[src/hdl/mlht_ram.sv]
module mlht_ram #(
   parameter int WIDTH = 8,
   parameter int DEPTH = 16
) (
   input  logic                     clock,
   input  logic                     wr_en,
   input  logic [$clog2(DEPTH)-1:0] wr_addr,
   input  logic [WIDTH-1:0]         wr_data,
   input  logic [$clog2(DEPTH)-1:0] rd_addr,
   output logic [WIDTH-1:0]         rd_data
);

   logic [WIDTH-1:0] mem_ff [DEPTH];
   logic [WIDTH-1:0] rd_data_ff;

   // one write port, registered read port
   always_ff @(posedge clock) begin
      if (wr_en) begin
         mem_ff[wr_addr] <= wr_data;
      end
      rd_data_ff <= mem_ff[rd_addr];
   end

   assign rd_data = rd_data_ff;

endmodule

[config.mk]
export PLATFORM = sky130hd
export DESIGN_NAME = mlht_ram
export DESIGN_NICKNAME = d
export VERILOG_FILES = /design/src/hdl/mlht_ram.sv
export SDC_FILE = /design/constraint.sdc
export NUM_CORES = 1
export LEC_CHECK = 0
export ABC_AREA = 0
export BUFFER_PORTS_ARGS = -buffer_cell sky130_fd_sc_hd__buf_2
export CAP_MARGIN = 30
export CORE_ASPECT_RATIO = 1.4
export CORE_MARGIN = 4
export CORE_UTILIZATION = 45
export DETAILED_ROUTE_END_ITERATION = 8
export PLACE_DENSITY = 0.7
export SLEW_MARGIN = 20
export SYNTH_ARGS = -nofsm -noshare
export SYNTH_HDL_FRONTEND = slang
export SYNTH_SLANG_ARGS = --single-unit
[constraint.sdc]
create_clock -name clock -period 3.3 [get_ports clock]
set_input_delay 0.33 -clock clock [delete_from_list [all_inputs] [get_ports clock]]
set_output_delay 0.33 -clock clock [all_outputs]
set_load 0.01 [all_outputs]
==> run_results.csv <==
group,metric,value,unit
power_and_ir_drop,p_sw,0.7571,mW
setup_path,cp_slowest_cell,"mux4_1",
yosys,syn-cell-area,0.005147,mm2
yosys,async_flop_share,0,%
yosys,synth_warnings,0,
final_layout,fin_area,0.005968,mm2
setup_path,critPathKind,"input pin to flop",
power_and_ir_drop,leakage,1.997,nW
final_layout,diodes,0,
cts,clock_latency,0.42,ns
power_and_ir_drop,ir_drop,0.3673,mV
final_layout,seq_area,0.004004,mm2
cts,post_cts.repair.setup_buffers,0,
power_and_ir_drop,combPwrFrac,4.4,%
yosys,synth_top_area_share,74.67,%
placed_design,port_buffers,25,
placed_design,place_ws,1.199,ns
sta,finalCritPeriodShare,48.70,%
power_and_ir_drop,internal_power,3.146,mW
run_status,outcome,"complete, no violations",
global_routing,grt_overflow,0,
setup_path,slowest_delay,0.64,ns
yosys,synth_edf_count,128,
floorplanning,core_region_area,0.01104,mm2
floorplanning,initial_core_util,46.64,%
floorplanning,io_pins,26,
cts,path_clk_slew,0.06,ns
final_layout,syn_to_final_growth,15.95,%
sta,skew,0.01171,ns
sta,rsz0062_at_grt,"false",
drt,vias,2390,
setup_path,worstSetupEndpointType,"flop",
flow_run,max_cap_viol_count,0,
cts,cts_resized,0,
power_and_ir_drop,p_sw_share,19.40,%
sta,finalSetupViolCount,0,
cts,htree_num_levels,4,
global_routing,antenna_found_initial,0,
yosys,avgSynthCellArea,22.48,um2
yosys,yosysTopAreaCell,"edfxtp_1",
cts,hold_buffers,0,
sta,hold_viol,0,
drt,viasPerCell,5.664,
cts,clkSinkCount,136,
floorplanning,num_rows,45,
sta,slew_viol_final,0,
power_and_ir_drop,p_seq_share,49.7,%
final_layout,drive_gt1_share,27.40,%
yosys,synth_cell_types,19,
drt,drtIter0Drc,255,
final_layout,fin_nets,286,
setup_path,startpoint_type,"input pin",
global_routing,grt_pass1_vias,2512,
drt,ant_nets,0,
floorplanning,fp.dieW,98.39,um
final_layout,final_cell_mix,"edfxtp_1 (128), buf_2 (25), mux4_2 (18)",
final_layout,multi_input_area,0.001057,mm2
yosys,ys_ff_latch,136,
sta,relSlewSlack,38.79,%
yosys,ys_seq_area_share,77.78,%
floorplanning,die_y,134.5,um
yosys,syn_nets,247,
sta,tightest_slew,0.9147,ns
sta,fin_crit,1.607,ns
global_routing,grtUsageTotal,15.31,%
final_layout,fillers,898,
final_layout,layout_commonest_cell,"edfxtp_1",
floorplanning,die_area,0.01324,mm2
cts,cts_tree,"yes",
setup_path,cp.required,3.60,ns
power_and_ir_drop,power.density,654.0,mW/mm2
global_routing,grt_pass1_wl,14.55,mm
drt,dr.pass1.iters,4,
worst_hold_path,min_path_type,"input pin to flop",
sta,fmax,622.2,MHz
cts,cts_buffer_depth,2,
drt,drc,0,
sta,tns,0,ns
placed_design,dpl_cell_area,0.005400,mm2
yosys,synth_flop_cell,"edfxtp_1",
placed_design,dp_hpwl,6.031,mm
setup_path,critPathArrivalTime,1.91,ns
yosys,synth_cells,229,
setup_path,cp_top_family,"multiplexers",
sta,layout_setup_ws,1.693,ns
setup_path,path_buf_inv,2,
cts,cts_buffers,17,
drt,routed_wirelength,9.308,mm
placed_design,place.gp.congestion,0.7746,
setup_path,path_cells,"buf_2 -> buf_4 -> mux4_1 -> a22oi_1 -> nand2_1",
final_layout,final_util,54.08,%
cts,cts-root-buf,"clkbuf_16",
drt,routedWlPerCell,22.06,um
yosys,synth_area_leaders,"edfxtp_1 (75%), mux4_2 (7.9%), mux4_1 (7.1%)",
global_routing,grt_max_degree,33,
setup_path,worstPathMaxFanout,32,
power_and_ir_drop,clock_power_share,45.9,%
[through the flow]
stage | hold slack (ns) | power [mW] | instances
after global routing | 0.3009 | 4.021 | 422
after floorplan | 0.4289 | 2.079 | 229
after CTS | 0.2914 | 3.929 | 422
after detailed placement | 0.6687 | 2.152 | 390
final | 0.3016 | 3.903 | 422
after global placement | 0.6567 | 2.144 | 390
[logic make-up (layout without fill, tap and decap cells)]
logic type      Yosys count  in the layout  share of synthesized area (%)
compound gates           16             16                          2.334
simple gates             35             35                          3.184
buf+inv                  10             62                          1.677
mux                      32             32                          15.02
flops                   136            136                          77.78
[power by group through the flow]
stage | logic, mW | clock network [mW] | registers [mW]
finish | 0.171 | 1.79 | 1.94
global route | 0.187 | 1.89 | 1.94
CTS | 0.175 | 1.81 | 1.94
detailed placement | 0.174 | 0 | 1.98
global placement | 0.168 | 0 | 1.98
floorplan | 0.0980 | 0 | 1.98
[sequential cells by signal (all words and copies together) (netlist names)]
signal   count
rd_data      8
mem_ff     128
[worst paths after layout]
kind,start,to,slack (ns),cells past startpoint
max,rd_addr[0],rd_data[2]$_DFF_P_,1.69,5
min,wr_data[0],mem_ff[4][0]$_DFFE_PP_,0.30,1
min reg2reg,mem_ff[14][4]$_DFFE_PP_,rd_data[4]$_DFF_P_,0.67,3
max reg2reg,mem_ff[1][2]$_DFFE_PP_,rd_data[2]$_DFF_P_,1.96,3
[layer usage]
layer / wire (um) / up-vias / GRT usage, %
met4: 241 / 0 / 7.289
met3: 379 / 19 / 4.238
li1: - / 1052 / -
met1: 3726 / 1245 / 18.36
met5: 0 / - / 0
met2: 4961 / 74 / 25.62
[cells in the mapped netlist, types with 2 or more instances]
cell type        count
nand2b_1             2
nor2_1              13
nor3_1               4
buf_2                3
mux4_2              18
a22oi_1             16
nand3b_1             2
buf_6                3
dfxtp_1              8
mux4_1              14
edfxtp_1           128
nand2_1              9
clkdlybuf4s25_2      3
[area by class of cell]
type | count | share of cell area, %
clock buffer | 23 | 7.841
clock inverter | 9 | 1.677
multi-input combinational | 83 | 17.71
sequential | 136 | 67.09
tap | 141 | 2.956
timing repair buffer | 30 | 2.725
Power figures use the tool's default switching activity.
