$ cat src/hdl/mlht_pkg.sv
package mlht_pkg;

   // table geometry
   localparam int BUCKETS = 256;
   localparam int WAYS    = 4;
   localparam int ENTRIES = BUCKETS * WAYS;
   localparam int BKT_W   = $clog2(BUCKETS);
   localparam int ADDR_W  = $clog2(ENTRIES);
   localparam int FILL_W  = $clog2(WAYS + 1);

   // field widths
   localparam int MAC_W      = 48;
   localparam int PORT_W     = 4;
   localparam int REQ_DATA_W = 56;
   localparam int RSP_DATA_W = 8;

   // width of the six-byte sum
   localparam int SUM_W = 11;

   typedef enum logic {
      CMD_LEARN  = 1'b0,
      CMD_LOOKUP = 1'b1
   } command_type;

   typedef enum logic [1:0] {
      ST_ADDED  = 2'd0,
      ST_DUP    = 2'd1,
      ST_FULL   = 2'd2,
      ST_LOOKUP = 2'd3
   } status_type;

   typedef struct packed {
      logic [MAC_W-1:0]  mac;
      logic [PORT_W-1:0] port;
   } entry_type;

   localparam int ENTRY_W = $bits(entry_type);

   typedef struct packed {
      command_type       command;
      logic [MAC_W-1:0]  mac;
      logic [PORT_W-1:0] port;
   } key_type;

   // sum of the six address bytes
   function automatic logic [SUM_W-1:0] byte_sum(input logic [MAC_W-1:0] mac);
      logic [SUM_W-1:0] s;
      s = '0;
      for (int i = 0; i < 6; i++) begin
         s = s + SUM_W'(mac[8*i +: 8]);
      end
      return s;
   endfunction

endpackage

$ cat src/hdl/mlht_match.sv
module mlht_match (
   input  mlht_pkg::key_type   key,
   input  mlht_pkg::entry_type entry,
   output logic                hit
);
   import mlht_pkg::*;

   // learn checks the port, lookup checks the address
   always_comb begin
      unique case (key.command)
         CMD_LEARN:  hit = (entry.port == key.port);
         CMD_LOOKUP: hit = (entry.mac == key.mac);
      endcase
   end

endmodule

$ cat config.mk
export PLATFORM = sky130hd
export DESIGN_NAME = mlht_match
export DESIGN_NICKNAME = d
export VERILOG_FILES = /design/src/hdl/mlht_pkg.sv /design/src/hdl/mlht_match.sv
export SDC_FILE = /design/constraint.sdc
export NUM_CORES = 1
export LEC_CHECK = 0
export ABC_AREA = 1
export BUFFER_PORTS_ARGS = -buffer_cell sky130_fd_sc_hd__clkbuf_2
export CORE_AREA = 8 8 61 63
export DETAILED_ROUTE_END_ITERATION = 8
export DIE_AREA = 0 0 69 71
export PLACE_DENSITY = 0.79
export SYNTH_ARGS = -nofsm -noshare
export SYNTH_HDL_FRONTEND = slang
export SYNTH_SLANG_ARGS = --single-unit
$ cat constraint.sdc
create_clock -name vclk -period 0.8
set_input_delay 0 -clock vclk [all_inputs]
set_output_delay 0 -clock vclk [all_outputs]
set_load 0.005 [all_outputs]
==> report_table.html <==
<table>
<tr><th>Metric</th><th>Value</th></tr>
<tr><th colspan="2">Critical path</th></tr>
<tr><td>Buffers and inverters on the worst path</td><td>2</td></tr>
<tr><td>Worst path required time</td><td>0.80 ns</td></tr>
<tr><td>Largest stage delay, worst path</td><td>0.11 ns</td></tr>
<tr><td>Maximum fanout along the worst path</td><td>2</td></tr>
<tr><td>Ordered cell list for the critical path</td><td>buf_8 &gt; nor2_4 &gt; nor2_1 &gt; nor2_1 &gt; nand2_1 &gt; nor2_1 &gt; nand2_1 &gt; nor2_1 &gt; nand2_1 &gt; nand2_1 &gt; buf_2</td></tr>
<tr><td>Setup Crit Path Kind</td><td>in2out</td></tr>
<tr><td>Worst setup SP type</td><td>primary input</td></tr>
<tr><td>Cell with the largest stage delay on the worst path</td><td>nor2_1</td></tr>
<tr><td>Worst path top cell family by delay</td><td>simple AND/OR/NAND/NOR gates</td></tr>
<tr><td>Data arrival time of the critical path</td><td>0.89 ns</td></tr>
<tr><td>Crit path capture type</td><td>primary output</td></tr>
<tr><th colspan="2">Layout</th></tr>
<tr><td>Combined area of the multi-input logic cells</td><td>744 sq um</td></tr>
<tr><td>Count of sequential standard cells</td><td>0</td></tr>
<tr><td>Final instance area</td><td>1630 sq um</td></tr>
<tr><td>Synthesis-to-layout area growth</td><td>67.2%</td></tr>
<tr><td>Number of standard cells in the final layout excluding fillers</td><td>379</td></tr>
<tr><td>Filler cell count in the final layout</td><td>between 300 and 400</td></tr>
<tr><td>Sequential cell area in the final layout</td><td>0 sq um</td></tr>
<tr><td>Net count of the finished layout</td><td>roughly 450</td></tr>
<tr><td>Count of clock-net buffers in the final layout</td><td>0</td></tr>
<tr><td>Share of post-route cells with drive strength above 1</td><td>about a third</td></tr>
<tr><td>Antenna diode count</td><td>0</td></tr>
<tr><th colspan="2">STA</th></tr>
<tr><td>Worst setup slack after layout</td><td>-0.0872 ns</td></tr>
<tr><td>Max Fclk</td><td>1130 MHz</td></tr>
<tr><td>Max Transition Viols Final</td><td>0</td></tr>
<tr><td>Clock period minus worst slack</td><td>between 0.8 and 0.9 ns</td></tr>
<tr><td>RSZ-0062 raised after global routing</td><td>true</td></tr>
<tr><td>Worst Max-Slew Pin Slew</td><td>between 0.15 and 0.2 ns</td></tr>
<tr><td>Worst slew slack as a fraction of its limit</td><td>about nine tenths</td></tr>
<tr><td>Final hold viol count</td><td>0</td></tr>
<tr><td>Fraction of the cycle the final worst path needs</td><td>111%</td></tr>
<tr><td>Sum of negative setup slack</td><td>-0.0872 ns</td></tr>
<tr><td>Setup-failing EPs final</td><td>1</td></tr>
<tr><th colspan="2">Clock network</th></tr>
<tr><td># hold bufs at CTS</td><td>0</td></tr>
<tr><th colspan="2">Floorplan</th></tr>
<tr><td>X dimension of the die</td><td>approximately 70 um</td></tr>
<tr><td>Area of the die</td><td>4900 sq um</td></tr>
<tr><td>Std-Cell Rows</td><td>20</td></tr>
<tr><td>Die Y-Extent</td><td>71 um</td></tr>
<tr><td>Total I/O pin count</td><td>~110</td></tr>
<tr><td>Initial core utilization</td><td>about a third</td></tr>
<tr><td>Core region area</td><td>2850 sq um</td></tr>
<tr><th colspan="2">Global routing</th></tr>
<tr><td>Vias in the first global route</td><td>around 1,500</td></tr>
<tr><td>GRT Total Usage</td><td>13.0%</td></tr>
<tr><td>Initial antenna violation count</td><td>0</td></tr>
<tr><td>Grt total ovfl</td><td>0</td></tr>
<tr><td>Pin count of the biggest net entering global routing</td><td>3</td></tr>
<tr><td>First-pass GRT wire length</td><td>5.72 mm</td></tr>
<tr><th colspan="2">Synthesis</th></tr>
<tr><td>Post-synthesis sequential area ratio</td><td>0%</td></tr>
<tr><td>Cells after Synth</td><td>roughly 240</td></tr>
<tr><td>Synth area leaders</td><td>nand2_1 43%, inv_1 25%, nor2_1 13%</td></tr>
<tr><td>Post-synthesis instance area</td><td>976 sq um</td></tr>
<tr><td>Most numerous cell in the Yosys netlist</td><td>nand2_1</td></tr>
<tr><td>Top-area cell type share of the netlist area</td><td>between 40% and 50%</td></tr>
<tr><td>Distinct cell type count of the synthesized netlist</td><td>14</td></tr>
<tr><td>Synth Warn #</td><td>0</td></tr>
<tr><td>Top cells by count, synth</td><td>112 x nand2_1, 65 x inv_1, 34 x nor2_1</td></tr>
<tr><td>Post-Synthesis Mean Instance Area</td><td>a little over 4 sq um</td></tr>
<tr><td>Post-synthesis net count</td><td>342</td></tr>
<tr><td>Cell type contributing the most total cell area after synthesis</td><td>nand2_1</td></tr>
<tr><th colspan="2">Route</th></tr>
<tr><td>Total wirelength of the detailed-routed design</td><td>~3.5 mm</td></tr>
<tr><td>Count of unresolved DRC violations after routing</td><td>0</td></tr>
<tr><td>Drt wl/cell</td><td>approximately 9 um</td></tr>
<tr><td>Antenna violation net count after detailed routing</td><td>0</td></tr>
<tr><td>Vias after detailed routing</td><td>about 1,600</td></tr>
<tr><td>Iter 0 DRT Violations</td><td>31</td></tr>
<tr><td>Detailed-router iteration count before antenna repair</td><td>4</td></tr>
<tr><td>Routed via count divided by cell count</td><td>between 4 and 5</td></tr>
<tr><th colspan="2">Placed design</th></tr>
<tr><td>Final RePlAce weighted congestion</td><td>approximately 0.74</td></tr>
<tr><td># placed instances</td><td>between 300 and 400</td></tr>
<tr><td>Area of placed instances</td><td>~1600 sq um</td></tr>
<tr><td>Half-perimeter wire length after detailed placement</td><td>about 3.3 mm</td></tr>
<tr><td>Port-buffer cells</td><td>roughly 110</td></tr>
<tr><th colspan="2">Min path</th></tr>
<tr><td>Tightest Hold Check Type</td><td>in2out</td></tr>
<tr><th colspan="2">Pwr</th></tr>
<tr><td>Pwr per Cell Area</td><td>423 nW/um^2</td></tr>
<tr><td>Power share of the clock group</td><td>0%</td></tr>
<tr><td>Power dissipated by switching net loads</td><td>0.312 mW</td></tr>
<tr><td>Switching Share</td><td>45.3%</td></tr>
<tr><td>Register share of total power</td><td>0%</td></tr>
<tr><td>Combinational fraction of design power</td><td>100.0%</td></tr>
<tr><td>Internal power summed over all cells</td><td>0.377 mW</td></tr>
<tr><td>Worst vdd ir</td><td>approximately 0.00024 V</td></tr>
<tr><td>Final total power</td><td>about 0.69 mW</td></tr>
<tr><td>Cell leakage power</td><td>roughly 1.2 nW</td></tr>
<tr><th colspan="2">Outcome</th></tr>
<tr><td>Violated checks</td><td>setup timing</td></tr>
<tr><td>Status</td><td>finished with violations</td></tr>
<tr><th colspan="2">Run</th></tr>
<tr><td>Maxcap violations</td><td>0</td></tr>
</table>
-- what timing repair did --
action,4_1_cts,5_1_grt
setup buffers,0,1
gates cloned,0,0
gates resized for setup,1,19
pin swaps,2,19
endpoints found under the setup margin,1,1
-- final timing paths --
kind,startpoint,end,cells past startpoint
setup / recovery,key[6],hit,11
hold / removal,key[52],hit,5
-- kinds of logic (layout without fill, tap and decap cells) --
family / after synthesis / in the layout / share of synthesized area [%]
AND/OR/NAND/NOR: 150 / 150 / 59.0
buffers and inverters: 67 / 176 / 25.8
AO/OA/AOI/OAI: 8 / 8 / 4.49
XOR/XNOR: 12 / 12 / 10.8
-- area by class of cell --
cell class,count,area share (%)
inverters,67,15.4
multi-input cells,170,45.6
well taps,33,2.53
repair buffers,109,36.4
-- tightest hold or removal path, cell delays in order --
cell      delay [ns]
clkbuf_2        0.09
a21oi_1         0.04
nand4_1         0.08
nand2_1         0.04
buf_2           0.12
-- per-stage QoR --
step | worst slack (ns) | hold WS (ns) | util [%]
2_1_floorplan | 0.229 | 0.150 | -
3_3_place_gp | -0.104 | 0.362 | 54.8
3_5_place_dp | -0.117 | 0.370 | 54.8
4_1_cts | -0.105 | 0.370 | 54.8
5_1_grt | -0.244 | 0.404 | 57.2
6_report | -0.0872 | 0.370 | 57.2
-- power groups by stage --
stage,Combinational [mW],Clock [mW],Sequential [mW]
after floorplan,0.309,0,0
after global placement,0.641,0,0
after detailed placement,0.658,0,0
after CTS,0.661,0,0
after global routing,0.795,0,0
final,0.690,0,0
-- routing by layer --
metal  GRT usage, %  wire length, um  up-vias
li1               -                -      883
met1           12.9             1280      614
met2           25.1             1750       65
met3           6.43              414        0
met4              0                0        0
met5              0                0        -
-- placed cells by master, fill, tap and decap left out, types with 2 or more instances in the layout --
cell type    n
buf_6        5
xor2_1       4
xnor2_1      8
o22ai_1      3
nand2_1    109
inv_1       62
clkbuf_2    99
inv_2        5
nand2_2      3
nor2_2       3
nor2_1      31
o21ai_1      3
buf_4        3
a21oi_1      2
Note: power is estimated with default switching activity, not from simulation.
